--- config.mk ---
export PLATFORM = sky130hd
export DESIGN_NAME = sgm_queue
export DESIGN_NICKNAME = d
export VERILOG_FILES = /design/src/rtl/core/sgm_pkg.sv /design/src/rtl/core/sgm_queue.sv
export SDC_FILE = /design/constraint.sdc
export NUM_CORES = 1
export LEC_CHECK = 0
export BUFFER_PORTS_ARGS = -buffer_cell sky130_fd_sc_hd__buf_2
export CORE_MARGIN = 1
export CORE_UTILIZATION = 40
export DETAILED_ROUTE_END_ITERATION = 7
export PLACE_DENSITY_LB_ADDON = 0.05
export SLEW_MARGIN = 10
export SYNTH_ARGS = -nofsm -noshare
export SYNTH_HDL_FRONTEND = slang
export SYNTH_SLANG_ARGS = --single-unit
--- constraint.sdc ---
create_clock -name clock -period 6.6 [get_ports clock]
set_input_delay 1.32 -clock clock [delete_from_list [all_inputs] [get_ports clock]]
set_output_delay 1.32 -clock clock [all_outputs]
set_load 0.02 [all_outputs]
--- src/rtl/core/sgm_pkg.sv ---
// ----------------------------------------------------------------------------
// Sobel gradient magnitude package
// Shared constants, types and helpers of the Sobel gradient magnitude block.
// ----------------------------------------------------------------------------
package sgm_pkg;

   localparam int MAX_COLS_DEF = 2048;
   localparam int PIX_W        = 8;
   localparam int ROW_W        = 12;
   localparam int OCOL_W       = 11;
   localparam int GRAD_W       = 15;
   localparam int MAG_W        = 15;
   localparam int RSP_DATA_W   = 72;
   localparam int CSR_IDX_W    = 2;
   localparam int CSR_DATA_W   = 13;
   localparam int QUEUE_DEPTH  = 4;
   localparam int QPTR_W       = 2;
   localparam int QCNT_W       = 3;

   localparam logic [12:0] ROWS_RESET = 13'd720;
   localparam logic [11:0] COLS_RESET = 12'd1080;
   localparam logic [3:0]  EDGE_RESET = 4'd3;
   localparam logic [4:0]  MID_RESET  = 5'd10;

   typedef enum logic [1:0] {
      CSR_IMAGE_ROWS = 2'd0,
      CSR_IMAGE_COLS = 2'd1,
      CSR_COEF_EDGE  = 2'd2,
      CSR_COEF_MID   = 2'd3
   } csr_index_type;

   typedef struct packed {
      logic [12:0] image_rows;
      logic [11:0] image_cols;
      logic [3:0]  coef_edge;
      logic [4:0]  coef_mid;
   } cfg_type;

   typedef struct packed {
      logic [ROW_W-1:0]                 row;
      logic [OCOL_W-1:0]                col;
      logic                             done;
      logic [2:0][2:0][PIX_W-1:0]       pix;
   } job_type;

   typedef struct packed {
      logic              full;
      logic              empty;
      logic [QCNT_W-1:0] count;
   } queue_status_type;

   typedef enum logic [1:0] {
      F_IDLE,
      F_LOAD,
      F_EMIT
   } front_state_type;

   typedef enum logic [2:0] {
      B_IDLE,
      B_SUM,
      B_SQ_ROWS,
      B_SQ_COLS,
      B_ROOT,
      B_OUT
   } back_state_type;

   // Window tap for kernel position idx; on the last column or row the
   // outer tap repeats the border pixel.
   function automatic logic [1:0] tap_sel(input logic [1:0] idx, input logic last);
      logic [1:0] r;
      case (idx)
         2'd0: r = last ? 2'd1 : 2'd0;
         2'd1: r = last ? 2'd2 : 2'd1;
         default: r = 2'd2;
      endcase
      return r;
   endfunction

endpackage

--- src/rtl/core/sgm_queue.sv ---
// ----------------------------------------------------------------------------
// Sobel job queue
// Short first-in first-out queue of jobs between the front and back ends.
// ----------------------------------------------------------------------------
module sgm_queue (
   input  logic                      clock,
   input  logic                      reset,
   input  logic                      push,
   input  sgm_pkg::job_type          job_in,
   input  logic                      pop,
   output sgm_pkg::job_type          job_out,
   output sgm_pkg::queue_status_type qstat
);

   sgm_pkg::job_type                slot_ff [sgm_pkg::QUEUE_DEPTH];
   logic [sgm_pkg::QPTR_W-1:0]      wr_ptr_ff, rd_ptr_ff;
   logic [sgm_pkg::QCNT_W-1:0]      count_ff, count_in;

   always_comb begin
      qstat.count = count_ff;
      qstat.full  = (count_ff == sgm_pkg::QCNT_W'(sgm_pkg::QUEUE_DEPTH));
      qstat.empty = (count_ff == '0);
      job_out     = slot_ff[rd_ptr_ff];
      count_in    = count_ff + sgm_pkg::QCNT_W'(push) - sgm_pkg::QCNT_W'(pop);
   end

   always_ff @(posedge clock) begin
      if (reset) begin
         wr_ptr_ff <= '0;
         rd_ptr_ff <= '0;
         count_ff  <= '0;
      end else begin
         count_ff <= count_in;
         if (push) begin
            wr_ptr_ff <= wr_ptr_ff + 1'b1;
         end
         if (pop) begin
            rd_ptr_ff <= rd_ptr_ff + 1'b1;
         end
      end
   end

   always_ff @(posedge clock) begin
      if (push) begin
         slot_ff[wr_ptr_ff] <= job_in;
      end
   end

endmodule

---- After elaboration in Yosys (flattened, before gate mapping) ----
Memories as Yosys holds them, arrays and structs flattened. A register that Yosys moved wholly into a read port is not among the register bits.
Cells that the tools add are included.
word-level totals
  bits in registers ....................... 7
  RAM bits ................................ 384
  output and inout bits ................... 101
  logic and storage cells ................. 14
  memories ................................ 1
cells by class
  add/sub/neg operators ................... 4
  equal/unequal tests ..................... 1
  mux-type cells .......................... 4
  reductions and logical operators ........ 1
memory list
  name     words  bits a word  rd ports  clocked after memory_dff  wr ports  RTL line         RTL
  slot_ff  4      96           1         1                         1         sgm_queue.sv:15  sgm_pkg::job_type slot_ff [sgm_pkg::QUEUE_DEPTH];
operators with widths
  cell                                         count
  adder 2 x 1 -> 2 bit, second input constant  2
  two-way mux 2 bit                            2
  adder 3 x 1 -> 3 bit                         1
  == test 3 bit, second input constant         1
  logical NOT 3 bit                            1
  subtractor 3 x 1 -> 3 bit                    1
  two-way mux 1 bit                            2

---- Depth between registers and ports, before layout ----
  depth after elaboration ................. 3
  mapped depth ............................ 7
  depth with buffers taken out ............ 7

---- Least setup slack after synthesis ----
Ideal clock, no wire load.
  path type ............................... input-to-reg
  from .................................... in push
  to ...................................... mem slot_ff[0][0] (netlist bit) (enable)
  library setup time ...................... 465 ps
  arrival time ............................ 3540 ps
  required time ........................... 6135 ps
  setup slack ............................. 2595 ps
  stages on the path ...................... 1
  path buffers ............................ 0
  cells stage by stage .................... and2_1
between the ends
  longest elaborated chain between the ends .. 2
RTL lines
  item                                     RTL line         RTL
  start: declaration                       sgm_queue.sv:8   input logic push,
  two-way mux 1 bit                        sgm_queue.sv:44  if (push) begin
  two-way mux 1 bit (not written as such)  sgm_queue.sv:45  slot_ff[wr_ptr_ff] <= job_in;
  end: declaration                         sgm_queue.sv:15
No other way between the ends.

==> metrics.md <==
| Metric | Value |
|---|---|
| Status | finished, final reports clean |
| Cell variety after synth | 21 |
| Period utilisation layout | 0.629 |
| Post-Syn Nets | 651 |
| Post-route cell area | 17100 sq um |
| Measured slew at the worst slew-check pin | 1.02 ns |
| WHS | 0.558 ns |
| Setup Skew | 0.00844 ns |
| Synth top area share | 0.807 |
| First-pass GRT wire length | 42600 um |
| Row count | 68 |
| Total Nets Final | 878 |
| R2r setup slk | 4.14 ns |
| Ports | 201 |
| Slew Limit Fails | 0 |
| Root Buffer | clkbuf_16 |
| Cell Pwr Density | 336 nW/um^2 |
| Number of flops mapped to enable cells by yosys | 384 |
| Via Count | 6418 |
| Setup TNS | 0 ns |
| Reg-to-Reg End | slot_ff[0][34] |
| TritonRoute pass-1 iters | 4 |
| DIE AREA | 36500 sq um |
| P_leak | 5.73 nW |
| CP required | 5.28 ns |
| Post-Syn Area | 14300 sq um |
| Critical Path AT | 2.83 ns |
| Cells after synthesis | 544 |
| Final WL | 28100 um |
| Synth warnings | 0 |
| Routability cong. | 0.690 |
| DR vias/cell | 5.10 |
| Worst setup SP type | flop |
| Max_slew headroom | 0.319 |
| Peak supply drop | 0.000206 V |
| Ys flop type | edfxtp_1 |
| Seq/Total Area, Yosys | 0.820 |
| # setup viols final | 0 |
| Critical Path Fanout Max | 51 |
| CORE AREA | 34800 sq um |
| Via count of the first global-routing pass | 7226 |
| Dpl cell area | 15800 sq um |
| Antenna violations before repair | 4 |
| Final hold viol count | 0 |
| Share of layout cells above drive strength 1 | 0.453 |
| R2R depth | 4 |
| TritonCTS Sinks | 393 |
| Class of the worst hold path | reg2reg |
| Tmin final | 4.15 ns |
| Hold path start | rd_ptr_ff[0] |
| Average size of a mapped cell | 26.3 sq um |
| Routed WL per cell | 22.3 um |
| Hold Path Stages | 2 |
| GRT Total Usage | 0.158 |
| Post-CTS Resized | 0 |
| Achievable frequency | 0.241 GHz |
| Commonest non-fill, non-tap cell in the layout | edfxtp_1 |
| Pwr Total | 5.75 mW |
| Clock buffer depth | 3 |
| Port Buffers | 200 |
| Post-CTS Repair Setup Buffers | 0 |
| RSZ-0062 raised after global routing | no |
| Starting Density | 0.410 |
| Inserted Clock Buffers | 41 |
| Commonest cells after routing, fill and taps aside | edfxtp_1 (384), buf_2 (200), mux4_2 (96) |
| Worst-path clk slew | 0.06 ns |
| CTS HTree Levels | 2 |
| Global route total overflow | 0 |
| Max Cap Violations | 0 |
| Dominant cell type by area after synthesis | edfxtp_1 |
| Die X | 191 um |
| Setup ws final | 2.45 ns |
| Crit. End Element | primary output |
| Pin count of the biggest net entering global routing | 61 |
| DRT iter0 DRCs | 366 |
| CP Class | reg2out |
| Setup WS pre-CTS | 2.86 ns |
| Ys async rst share | 0 |
| ANT nets after route | 0 |
| Area Growth Syn to Fin | 19.8% |
| CTS Hold Bufs | 0 |
| TritonCTS clock tree | yes |
| HPWL after detailed placement | 16100 um |
| Synth Register Bits | 393 |
| Drt drc | 0 |
| Critical R2R Launch | wr_ptr_ff[0] |
| Die Ht | 191 um |
| Worst-Skew Late Latency | 0.52 ns |
| Area contributors post-synth | edfxtp_1 (81%), mux4_2 (15%), dfxtp_1 (1.3%) |
## logic make-up after synthesis
logic type	after synthesis	synth area share
fa+ha+maj	7	0.00666
xor+xnor	3	0.00289
flops	393	0.820
buf+inv	28	0.0121
compound gates	2	0.00105
simple gates	14	0.00526
mux	97	0.152
## state kept, by name (all words and copies together), names as in the netlist, named ones only
register	cells
rd_ptr_ff	2
wr_ptr_ff	2
count_ff	3
slot_ff	384
## stage by stage
| stage | cells | utilization |
|---|---|---|
| after floorplan | 544 | - |
| after detailed placement | 1183 | 0.453 |
| after global routing | 1258 | 0.491 |
| after global placement | 1183 | 0.453 |
| after CTS | 1258 | 0.491 |
| final | 1259 | 0.492 |
## Yosys cell counts, types with 2 or more instances
library cell  number
mux4_2            96
nor2_1             5
dfxtp_1            9
clkbuf_1           5
edfxtp_1         384
ha_1               6
xnor2_1            2
buf_6              5
nor2b_1            2
and2_1             4
buf_2             11
inv_1              6
## critical path, stage by stage, from the launching register on
cell	delay (ns)
dfxtp_4	1.02
buf_12	0.47
mux4_2	0.60
buf_2	0.18
## cell type report
type | count | area, sq um
Antenna cell | 1 | 2.50
Clock buffer | 51 | 1080
Clock inverter | 24 | 240
Fill cell | 2847 | 17700
Inverter | 6 | 22.5
Multi-Input combinational cell | 123 | 2410
Sequential cell | 393 | 11700
Tap cell | 455 | 569
Timing Repair Buffer | 206 | 1060
## worst max-delay path by stage
stage                                to  cells past startpoint  slack, ns
after floorplan           slot_ff[0][0]                      1       2.60
after global placement      job_out[67]                      3       2.86
after detailed placement    job_out[67]                      3       2.86
after CTS                   job_out[67]                      3       2.29
after global routing        job_out[67]                      3       2.18
final                       job_out[67]                      3       2.45
## power breakdown
part           internal (mW)  switching, mW
clock                   1.36          0.897
combinational          0.238          0.333
sequential              2.87         0.0576
total                   4.47           1.29
## metal layers
layer / vias to the layer above / wire (um) / global-route usage
met1: 3396 / 11600 / 0.198
li1: 2793 / - / -
met5: - / 34 / 0
met4: 6 / 487 / 0.0397
met2: 173 / 14000 / 0.268
met3: 50 / 1930 / 0.0481
Note: power is estimated with default switching activity, not from simulation.
