$ cat src/rtl/core/sgm_pkg.sv
// ----------------------------------------------------------------------------
// Sobel gradient magnitude package
// Shared constants, types and helpers of the Sobel gradient magnitude block.
// ----------------------------------------------------------------------------
package sgm_pkg;

   localparam int MAX_COLS_DEF = 2048;
   localparam int PIX_W        = 8;
   localparam int ROW_W        = 12;
   localparam int OCOL_W       = 11;
   localparam int GRAD_W       = 15;
   localparam int MAG_W        = 15;
   localparam int RSP_DATA_W   = 72;
   localparam int CSR_IDX_W    = 2;
   localparam int CSR_DATA_W   = 13;
   localparam int QUEUE_DEPTH  = 4;
   localparam int QPTR_W       = 2;
   localparam int QCNT_W       = 3;

   localparam logic [12:0] ROWS_RESET = 13'd720;
   localparam logic [11:0] COLS_RESET = 12'd1080;
   localparam logic [3:0]  EDGE_RESET = 4'd3;
   localparam logic [4:0]  MID_RESET  = 5'd10;

   typedef enum logic [1:0] {
      CSR_IMAGE_ROWS = 2'd0,
      CSR_IMAGE_COLS = 2'd1,
      CSR_COEF_EDGE  = 2'd2,
      CSR_COEF_MID   = 2'd3
   } csr_index_type;

   typedef struct packed {
      logic [12:0] image_rows;
      logic [11:0] image_cols;
      logic [3:0]  coef_edge;
      logic [4:0]  coef_mid;
   } cfg_type;

   typedef struct packed {
      logic [ROW_W-1:0]                 row;
      logic [OCOL_W-1:0]                col;
      logic                             done;
      logic [2:0][2:0][PIX_W-1:0]       pix;
   } job_type;

   typedef struct packed {
      logic              full;
      logic              empty;
      logic [QCNT_W-1:0] count;
   } queue_status_type;

   typedef enum logic [1:0] {
      F_IDLE,
      F_LOAD,
      F_EMIT
   } front_state_type;

   typedef enum logic [2:0] {
      B_IDLE,
      B_SUM,
      B_SQ_ROWS,
      B_SQ_COLS,
      B_ROOT,
      B_OUT
   } back_state_type;

   // Window tap for kernel position idx; on the last column or row the
   // outer tap repeats the border pixel.
   function automatic logic [1:0] tap_sel(input logic [1:0] idx, input logic last);
      logic [1:0] r;
      case (idx)
         2'd0: r = last ? 2'd1 : 2'd0;
         2'd1: r = last ? 2'd2 : 2'd1;
         default: r = 2'd2;
      endcase
      return r;
   endfunction

endpackage

$ cat src/rtl/core/sgm_back.sv
// ----------------------------------------------------------------------------
// Sobel back end
// Computes both gradients, their squared sum and its integer square root,
// and holds the finished result in the output register.
// ----------------------------------------------------------------------------
module sgm_back (
   input  logic                      clock,
   input  logic                      reset,
   input  sgm_pkg::cfg_type          cfg,
   input  sgm_pkg::job_type          job,
   input  logic                      queue_empty,
   output logic                      pop,
   output logic                      rsp_tvalid,
   input  logic                      rsp_tready,
   output logic [sgm_pkg::RSP_DATA_W-1:0] rsp_tdata,
   output logic                      rsp_tlast
);

   sgm_pkg::back_state_type state_ff, state_in;

   sgm_pkg::job_type    job_ff;
   logic signed [16:0]  gr_ff, gc_ff;
   logic [30:0]         sq_ff, rem_ff, res_ff, bit_ff;
   logic [3:0]          step_ff;
   logic                rsp_tvalid_ff, rsp_tlast_ff;
   logic [sgm_pkg::RSP_DATA_W-1:0] rsp_tdata_ff;

   logic                load_out;
   logic signed [10:0]  dr_edge, dc_edge;
   logic signed [8:0]   dr_mid, dc_mid;
   logic signed [4:0]   e_s;
   logic signed [5:0]   m_s;
   logic signed [16:0]  gr_in, gc_in, mult_op;
   logic signed [33:0]  prod;
   logic [30:0]         trial;

   assign e_s = signed'({1'b0, cfg.coef_edge});
   assign m_s = signed'({1'b0, cfg.coef_mid});

   always_comb begin
      dr_edge = 11'(job_ff.pix[0][0]) + 11'(job_ff.pix[0][2])
              - 11'(job_ff.pix[2][0]) - 11'(job_ff.pix[2][2]);
      dc_edge = 11'(job_ff.pix[0][0]) + 11'(job_ff.pix[2][0])
              - 11'(job_ff.pix[0][2]) - 11'(job_ff.pix[2][2]);
      dr_mid  = 9'(job_ff.pix[0][1]) - 9'(job_ff.pix[2][1]);
      dc_mid  = 9'(job_ff.pix[1][0]) - 9'(job_ff.pix[1][2]);
      gr_in   = 17'(e_s * dr_edge) + 17'(m_s * dr_mid);
      gc_in   = 17'(e_s * dc_edge) + 17'(m_s * dc_mid);
      mult_op = (state_ff == sgm_pkg::B_SQ_ROWS) ? gr_ff : gc_ff;
      prod    = mult_op * mult_op;
      trial   = res_ff + bit_ff;
   end

   always_comb begin
      state_in = state_ff;
      case (state_ff)
         sgm_pkg::B_IDLE: begin
            if (!queue_empty) begin
               state_in = sgm_pkg::B_SUM;
            end
         end
         sgm_pkg::B_SUM:     state_in = sgm_pkg::B_SQ_ROWS;
         sgm_pkg::B_SQ_ROWS: state_in = sgm_pkg::B_SQ_COLS;
         sgm_pkg::B_SQ_COLS: state_in = sgm_pkg::B_ROOT;
         sgm_pkg::B_ROOT: begin
            if (step_ff == 4'd15) begin
               state_in = sgm_pkg::B_OUT;
            end
         end
         sgm_pkg::B_OUT: begin
            if (!rsp_tvalid_ff || rsp_tready) begin
               state_in = sgm_pkg::B_IDLE;
            end
         end
         default: state_in = sgm_pkg::B_IDLE;
      endcase
   end

   always_comb begin
      pop        = (state_ff == sgm_pkg::B_IDLE) && !queue_empty;
      load_out   = (state_ff == sgm_pkg::B_OUT) && (!rsp_tvalid_ff || rsp_tready);
      rsp_tvalid = rsp_tvalid_ff;
      rsp_tdata  = rsp_tdata_ff;
      rsp_tlast  = rsp_tlast_ff;
   end

   always_ff @(posedge clock) begin
      if (reset) begin
         state_ff      <= sgm_pkg::B_IDLE;
         rsp_tvalid_ff <= 1'b0;
      end else begin
         state_ff <= state_in;
         if (load_out) begin
            rsp_tvalid_ff <= 1'b1;
         end else if (rsp_tready) begin
            rsp_tvalid_ff <= 1'b0;
         end
      end
   end

   always_ff @(posedge clock) begin
      case (state_ff)
         sgm_pkg::B_IDLE: begin
            if (pop) begin
               job_ff <= job;
            end
         end
         sgm_pkg::B_SUM: begin
            gr_ff <= gr_in;
            gc_ff <= gc_in;
         end
         sgm_pkg::B_SQ_ROWS: sq_ff <= prod[30:0];
         sgm_pkg::B_SQ_COLS: begin
            rem_ff  <= sq_ff + prod[30:0];
            res_ff  <= '0;
            bit_ff  <= 31'h4000_0000;
            step_ff <= '0;
         end
         sgm_pkg::B_ROOT: begin
            if (rem_ff >= trial) begin
               rem_ff <= rem_ff - trial;
               res_ff <= (res_ff >> 1) + bit_ff;
            end else begin
               res_ff <= res_ff >> 1;
            end
            bit_ff  <= bit_ff >> 2;
            step_ff <= step_ff + 1'b1;
         end
         sgm_pkg::B_OUT: begin
            if (load_out) begin
               rsp_tdata_ff <= {4'd0, res_ff[14:0], gc_ff[14:0], gr_ff[14:0],
                                job_ff.col, job_ff.row};
               rsp_tlast_ff <= job_ff.done;
            end
         end
         default: ;
      endcase
   end

endmodule
$ cat config.mk
export PLATFORM = sky130hd
export DESIGN_NAME = sgm_back
export DESIGN_NICKNAME = d
export VERILOG_FILES = /design/src/rtl/core/sgm_pkg.sv /design/src/rtl/core/sgm_back.sv
export SDC_FILE = /design/constraint.sdc
export NUM_CORES = 2
export LEC_CHECK = 0
export ABC_CLOCK_PERIOD_IN_PS = 15600
export BUFFER_PORTS_ARGS = -buffer_cell sky130_fd_sc_hd__buf_2
export CAP_MARGIN = 20
export CORE_UTILIZATION = 50
export CTS_CLUSTER_SIZE = 24
export DETAILED_ROUTE_END_ITERATION = 7
export PLACE_DENSITY_LB_ADDON = 0.25
export REMOVE_ABC_BUFFERS = 1
export SKIP_LAST_GASP = 1
export SLEW_MARGIN = 30
export SYNTH_ARGS = -nofsm -noshare
export SYNTH_HDL_FRONTEND = slang
export SYNTH_SLANG_ARGS = --single-unit
$ cat constraint.sdc
create_clock -name clock -period 15.6 [get_ports clock]
set_input_delay 3.12 -clock clock [delete_from_list [all_inputs] [get_ports clock]]
set_output_delay 3.12 -clock clock [all_outputs]
set_load 0.02 [all_outputs]
### Word level (Yosys, flattened, before mapping)

Cells that the tools add are included.
Widths: inputs -> output; s select.

| storage, ports and cells | value |
|---|---|
| logic and storage cells | 78 |
| bits in writable memories | 0 |
| input port bits | 134 |
| output and inout bits | 75 |
| bits in read-only memories | 0 |
| flip-flop bits (word level) | 323 |
| memories | 0 |
| latch bits | 0 |

| cells by class | value |
|---|---|
| reduce and logical (&&, ||, !) cells | 12 |
| add/subtract/negate cells | 15 |
| equal/unequal tests | 10 |
| divide/modulo/power cells | 0 |
| multiplexer cells | 13 |
| bitwise logic cells | 0 |
| shift-type cells | 0 |
| $mul | 5 |
| magnitude comparators | 1 |

Operators by type and width:

| cell | number |
|---|---|
| $pmux 31 s2 | 3 |
| $add 31x31->31 | 2 |
| $mux 31 | 2 |
| $add 16x15->17 | 2 |
| $mul 5x11->16 | 2 |
| $add 30x31->31 | 1 |
| $ge 31x31->1 | 1 |
| $mul 17x17->31 | 1 |
| $sub 31x31->31 | 1 |
| $mul 6x9->15 | 2 |
| $sub 10x9->11 | 2 |
| $sub 9x8->10 | 2 |
| $add 8x8->9 | 2 |
| $pmux 3 s6 | 1 |
| $sub 8x8->9 | 2 |
| $mux 17 | 1 |
| $mux 3 | 3 |
| $ne 2x2->1 const B | 4 |
| $pmux 4 s2 | 1 |
| $eq 3x2->1 const B | 2 |
| $eq 3x3->1 const B | 2 |
| $reduce_and 2->1 | 3 |
| $add 4x1->4 const B | 1 |
| $eq 4x4->1 const B | 1 |
| 8 further kinds | 12 |

### Longest topological paths before layout

| depth | value |
|---|---|
| depth after elaboration | 5 |
| depth in mapped cells | 40 |
| mapped depth without buffers | 38 |

### Worst setup path before layout

No wires, ideal clock.

| path | value |
|---|---|
| path type | input to output |
| start point | in queue_empty |
| end point | out pop |
| setup slack | 0.520 ns |
| stages on the path | 1 |
| arrival time | 11.960 ns |
| required time | 12.480 ns |
| buffers on the path | 0 |
| path through | nor4_1 |

| between the ends | value |
|---|---|
| word-level cells in the longest chain between the ends | 2 |

RTL lines:

| item | RTL line | text |
|---|---|---|
| start: declaration | sgm_back.sv:11 | `input logic queue_empty,` |
| $logic_not 1->1 | sgm_back.sv:80 | `pop = (state_ff == sgm_pkg::B_IDLE) && !queue_empty;` |
| $logic_and 1x1->1 | sgm_back.sv:80 |  |
| end: declaration | sgm_back.sv:12 | `output logic pop,` |

No other way between the ends.

### Worst setup path in the final report

| path | value |
|---|---|
| start point | reg state_ff[1] |
| end point | reg rem_ff[30] (data pin) |

| between the ends | value |
|---|---|
| word-level cells in the longest chain between the ends | 5 |
| elaborated cells between the ends (all ways) | 7 |
| classes of those cells | 1 x add/sub; 1 x mul; 3 x eq/ne; 2 x mux |

RTL lines:

| item | RTL line | text |
|---|---|---|
| start: declaration | sgm_back.sv:19 | `sgm_pkg::back_state_type state_ff, state_in;` |
| start signal: assignment | sgm_back.sv:89 | `state_ff <= sgm_pkg::B_IDLE;` |
| start signal: assignment | sgm_back.sv:92 | `state_ff <= state_in;` |
| $eq 3x2->1 | sgm_back.sv:49 | `mult_op = (state_ff == sgm_pkg::B_SQ_ROWS) ? gr_ff : gc_ff;` |
| $mux 17 | sgm_back.sv:49 |  |
| $mul 17x17->31 | sgm_back.sv:50 | `prod = mult_op * mult_op;` |
| via prod[23] | sgm_back.sv:34 | `logic signed [33:0] prod;` |
| $add 31x31->31 | sgm_back.sv:114 | `rem_ff <= sq_ff + prod[30:0];` |
| $pmux 31 s2 | sgm_back.sv:102 | `case (state_ff)` |
| end signal: assignment | sgm_back.sv:114 |  |
| end signal: assignment | sgm_back.sv:121 | `rem_ff <= rem_ff - trial;` |
| end: declaration | sgm_back.sv:23 | `logic [30:0] sq_ff, rem_ff, res_ff, bit_ff;` |

The timed path passes the listed nets, and every way through them passes these cells.
A chain may end at the register's enable or synchronous reset.

==> results_dict.tcl <==
set metrics [dict create \
    drc 0 \
    synthToLayoutAreaGrowth_pct 9.28 \
    slew_headroom_pct 35.6 \
    timing.setup.tns_ns 0 \
    die_h_um 259 \
    critPathLaunchType "register" \
    cts_root_buf "clkbuf_16" \
    hold_violations 0 \
    clk_path_buf_depth 3 \
    grt_max_degree 90 \
    maxCapViolCount 0 \
    grtUsageTotal_pct 20.6 \
    insertedDiodeCount 0 \
    numPortBuffers 171 \
    hp-class "register to register" \
    final_area_um2 36100 \
    yosys_warnings 0 \
    clock-sinks 307 \
    final_nets 4200 \
    outcome "finished clean" \
    dpl.hpwl_um 53400 \
    instances_no_fill 4199 \
    drt_iter0_markers 933 \
    place_ws_ns 5.75 \
    h-tree-depth 2 \
    dp_cells 4138 \
    via_count 21400 \
    grt_pass1_wl_um 111000 \
    yosysUniqueCellTypes 76 \
    drive_above_1_share_pct 9.27 \
    slowest_delay_ns 0.60 \
    worst_path_dominant_cell_family "adder cells" \
    cts_tree "done" \
    cts_resized 0 \
    synth_cells 3146 \
    async_flop_share_pct 0 \
    antenna_found_initial 1 \
    rsz0062_at_grt "no" \
    setup_slack_ns 5.77 \
    cp_slowest_cell "buf_4" \
    min_period_ns 9.83 \
    clk_pin_slew_ns 0.06 \
    synth-edff-count 303 \
    wirelength_um 65600 \
    ys.flop_type "edfxtp_1" \
    cts_buffers 36 \
    chipWidth_um 259 \
    syn_area_um2 33000 \
    die_area_um2 67100 \
    finalMaxSlewViolations 0 \
    initial_core_util_pct 50.9 \
    vias_per_cell 5.10 \
    cp.arrival_ns 10.11 \
    io_pins 209 \
    holdBufCountCts 0 \
    place.gp.congestion 0.888 \
    insertion_delay_ns 0.56 \
    critPathKind "register to register" \
    grt_pass1_vias 23000 \
    endpoint_kind "register" \
    ys_seq_area_share_pct 27.8 \
    worst_pin_slew_ns 0.961 \
    post_synth.cell_area_avg_um2 10.5 \
    cpMostUsedCell "fa_1" \
    fin_crit_sh_pct 63.0 \
    core-area_um2 64900 \
    setup_violations 0 \
    crit_buf_inv 5 \
    final_antenna_net_count 0 \
    cp_max_fo 49 \
    max_freq_mhz 102 \
    placementRows 93 \
    cts_setup_buffers 0 \
    wire_per_inst_um 15.6 \
    grt_remaining_overflow 0 \
    clock_skew_ns 0.0149 \
    required_ns 15.87 \
    placed_area_um2 34900 \
    first_pass_iters 7 \
    ys_seq_elements 307 \
]
[cells in the mapped netlist, drive strengths merged (4+ instances only)]
| library cell | count | area, um^2 |
|---|---|---|
| o31ai | 12 | 90.1 |
| a311oi | 4 | 35.0 |
| nand3b | 6 | 45.0 |
| o21bai | 34 | 255 |
| a2111oi | 6 | 77.6 |
| xnor2 | 126 | 1100 |
| a31oi | 23 | 159 |
| clkinv | 4 | 15.0 |
| inv | 636 | 2390 |
| a221o | 5 | 50.1 |
| nand3 | 17 | 85.1 |
| dfxtp | 4 | 80.1 |
| a21oi | 127 | 643 |
| o21a | 22 | 165 |
| nand2b | 18 | 113 |
| nor4 | 8 | 50.1 |
| or2 | 8 | 50.1 |
| mux2i | 18 | 180 |
| nand4 | 6 | 37.5 |
| and3 | 15 | 93.8 |
| edfxtp | 303 | 9100 |
| clkbuf | 42 | 158 |
| nand2 | 201 | 754 |
| a21boi | 12 | 90.1 |
| nor2b | 44 | 275 |
| nor2 | 182 | 683 |
| a211o | 5 | 43.8 |
| and2 | 146 | 913 |
| mux2 | 10 | 113 |
| ha | 317 | 3970 |
| a31o | 18 | 158 |
| nor3b | 5 | 37.5 |
| a211oi | 25 | 263 |
| a21o | 57 | 428 |
| o21ai | 78 | 390 |
| o211ai | 10 | 80.1 |
| or3 | 13 | 81.3 |
| xor2 | 79 | 692 |
| buf | 12 | 70.1 |
| nor3 | 27 | 135 |
| fa | 428 | 8570 |
| o41ai | 4 | 42.6 |
[registers in the layout (all words and copies together) (netlist names), 4 cells and up]
| name | flops |
|---|---|
| bit_ff | 16 |
| gc_ff | 17 |
| gr_ff | 17 |
| job_ff | 88 |
| rem_ff | 31 |
| res_ff | 31 |
| rsp_tdata | 68 |
| sq_ff | 30 |
| step_ff | 4 |
[cells in the final DEF, fill, tap and decap left out, types with 10 or more instances in the layout]
| master | count |
|---|---|
| and2_1 | 146 |
| nand3_1 | 17 |
| a211oi_2 | 15 |
| nand2_1 | 200 |
| mux2i_1 | 17 |
| xor2_1 | 79 |
| xnor2_1 | 126 |
| a21oi_1 | 125 |
| mux2_2 | 10 |
| clkbuf_16 | 38 |
| nand2b_1 | 18 |
| buf_2 | 171 |
| nor2_1 | 180 |
| o21a_1 | 22 |
| a21boi_0 | 12 |
| a31o_2 | 14 |
| a21o_1 | 57 |
| o21ai_0 | 72 |
| and3_1 | 15 |
| a31oi_1 | 22 |
| or3_1 | 13 |
| a211oi_1 | 10 |
| buf_4 | 16 |
| o31ai_1 | 12 |
| ha_1 | 317 |
| inv_1 | 634 |
| edfxtp_1 | 303 |
| nor3_1 | 25 |
| o21bai_1 | 34 |
| nor2b_1 | 44 |
| fa_1 | 428 |
[kinds of logic (layout without fill, tap and decap cells)]
kind of cell             count (synthesis)  after routing  synth area share [%]
other                                    1              4                0.0113
flip-flops                             307            307                  27.8
adder cells (fa/ha/maj)                745            745                  37.9
buffers and inverters                  694            889                  7.96
multiplexers                            28             28                 0.886
XOR/XNOR                               205            205                  5.43
AND/OR/NAND/NOR                        705            705                  10.4
AO/OA/AOI/OAI                          461            461                  9.59
[per-stage QoR]
step / utilization, % / hold WS (ns)
final: 55.6 / 0.417
after global routing: 55.6 / 0.420
after CTS: 55.6 / 0.418
after detailed placement: 53.8 / 0.405
after global placement: 53.8 / 0.401
after floorplan: - / 0.400
[metal layers]
layer / vias up / wire [um] / global-route usage (%) / share of wire, %
met2: 334 / 33500 / 38.1 / 51
met3: 111 / 1930 / 2.08 / 2.9
met5: - / 0 / 0 / 0
met4: 0 / 2090 / 7.07 / 3.2
li1: 10600 / - / - / -
met1: 10400 / 28100 / 24.8 / 43
[layout make-up]
cell class / instances / area (um^2)
Clock inverter: 14 / 165
Sequential cell: 307 / 9180
Inverter: 640 / 2400
Tap cell: 855 / 1070
Multi-Input combinational cell: 2148 / 21300
Fill cell: 5716 / 28800
Timing Repair Buffer: 188 / 996
Clock buffer: 47 / 1000
[worst reg2reg max path, delay by kind of cell (launching register included)]
family	cells	cell delay, ns
AOI/OAI and AO/OA	8	2.12
xor gates and xnor gates	2	0.29
adders and majority gates	8	3.21
buffers and inverters	5	1.19
DFF	1	0.46
muxes	2	0.60
and+or+nand+nor	9	1.68
[final timing paths]
check                    from             to  slack [ns]  cells past startpoint
setup / recovery  state_ff[1]     rem_ff[30]        5.77                     34
hold / removal     job_ff[80]  rsp_tdata[19]        0.42                      0
setup reg to reg  state_ff[1]     rem_ff[30]        5.77                     34
hold reg to reg    job_ff[80]  rsp_tdata[19]        0.42                      0
Power is not shown: default switching activity piles up to over one toggle a cycle in this logic, so the estimate is an artifact.
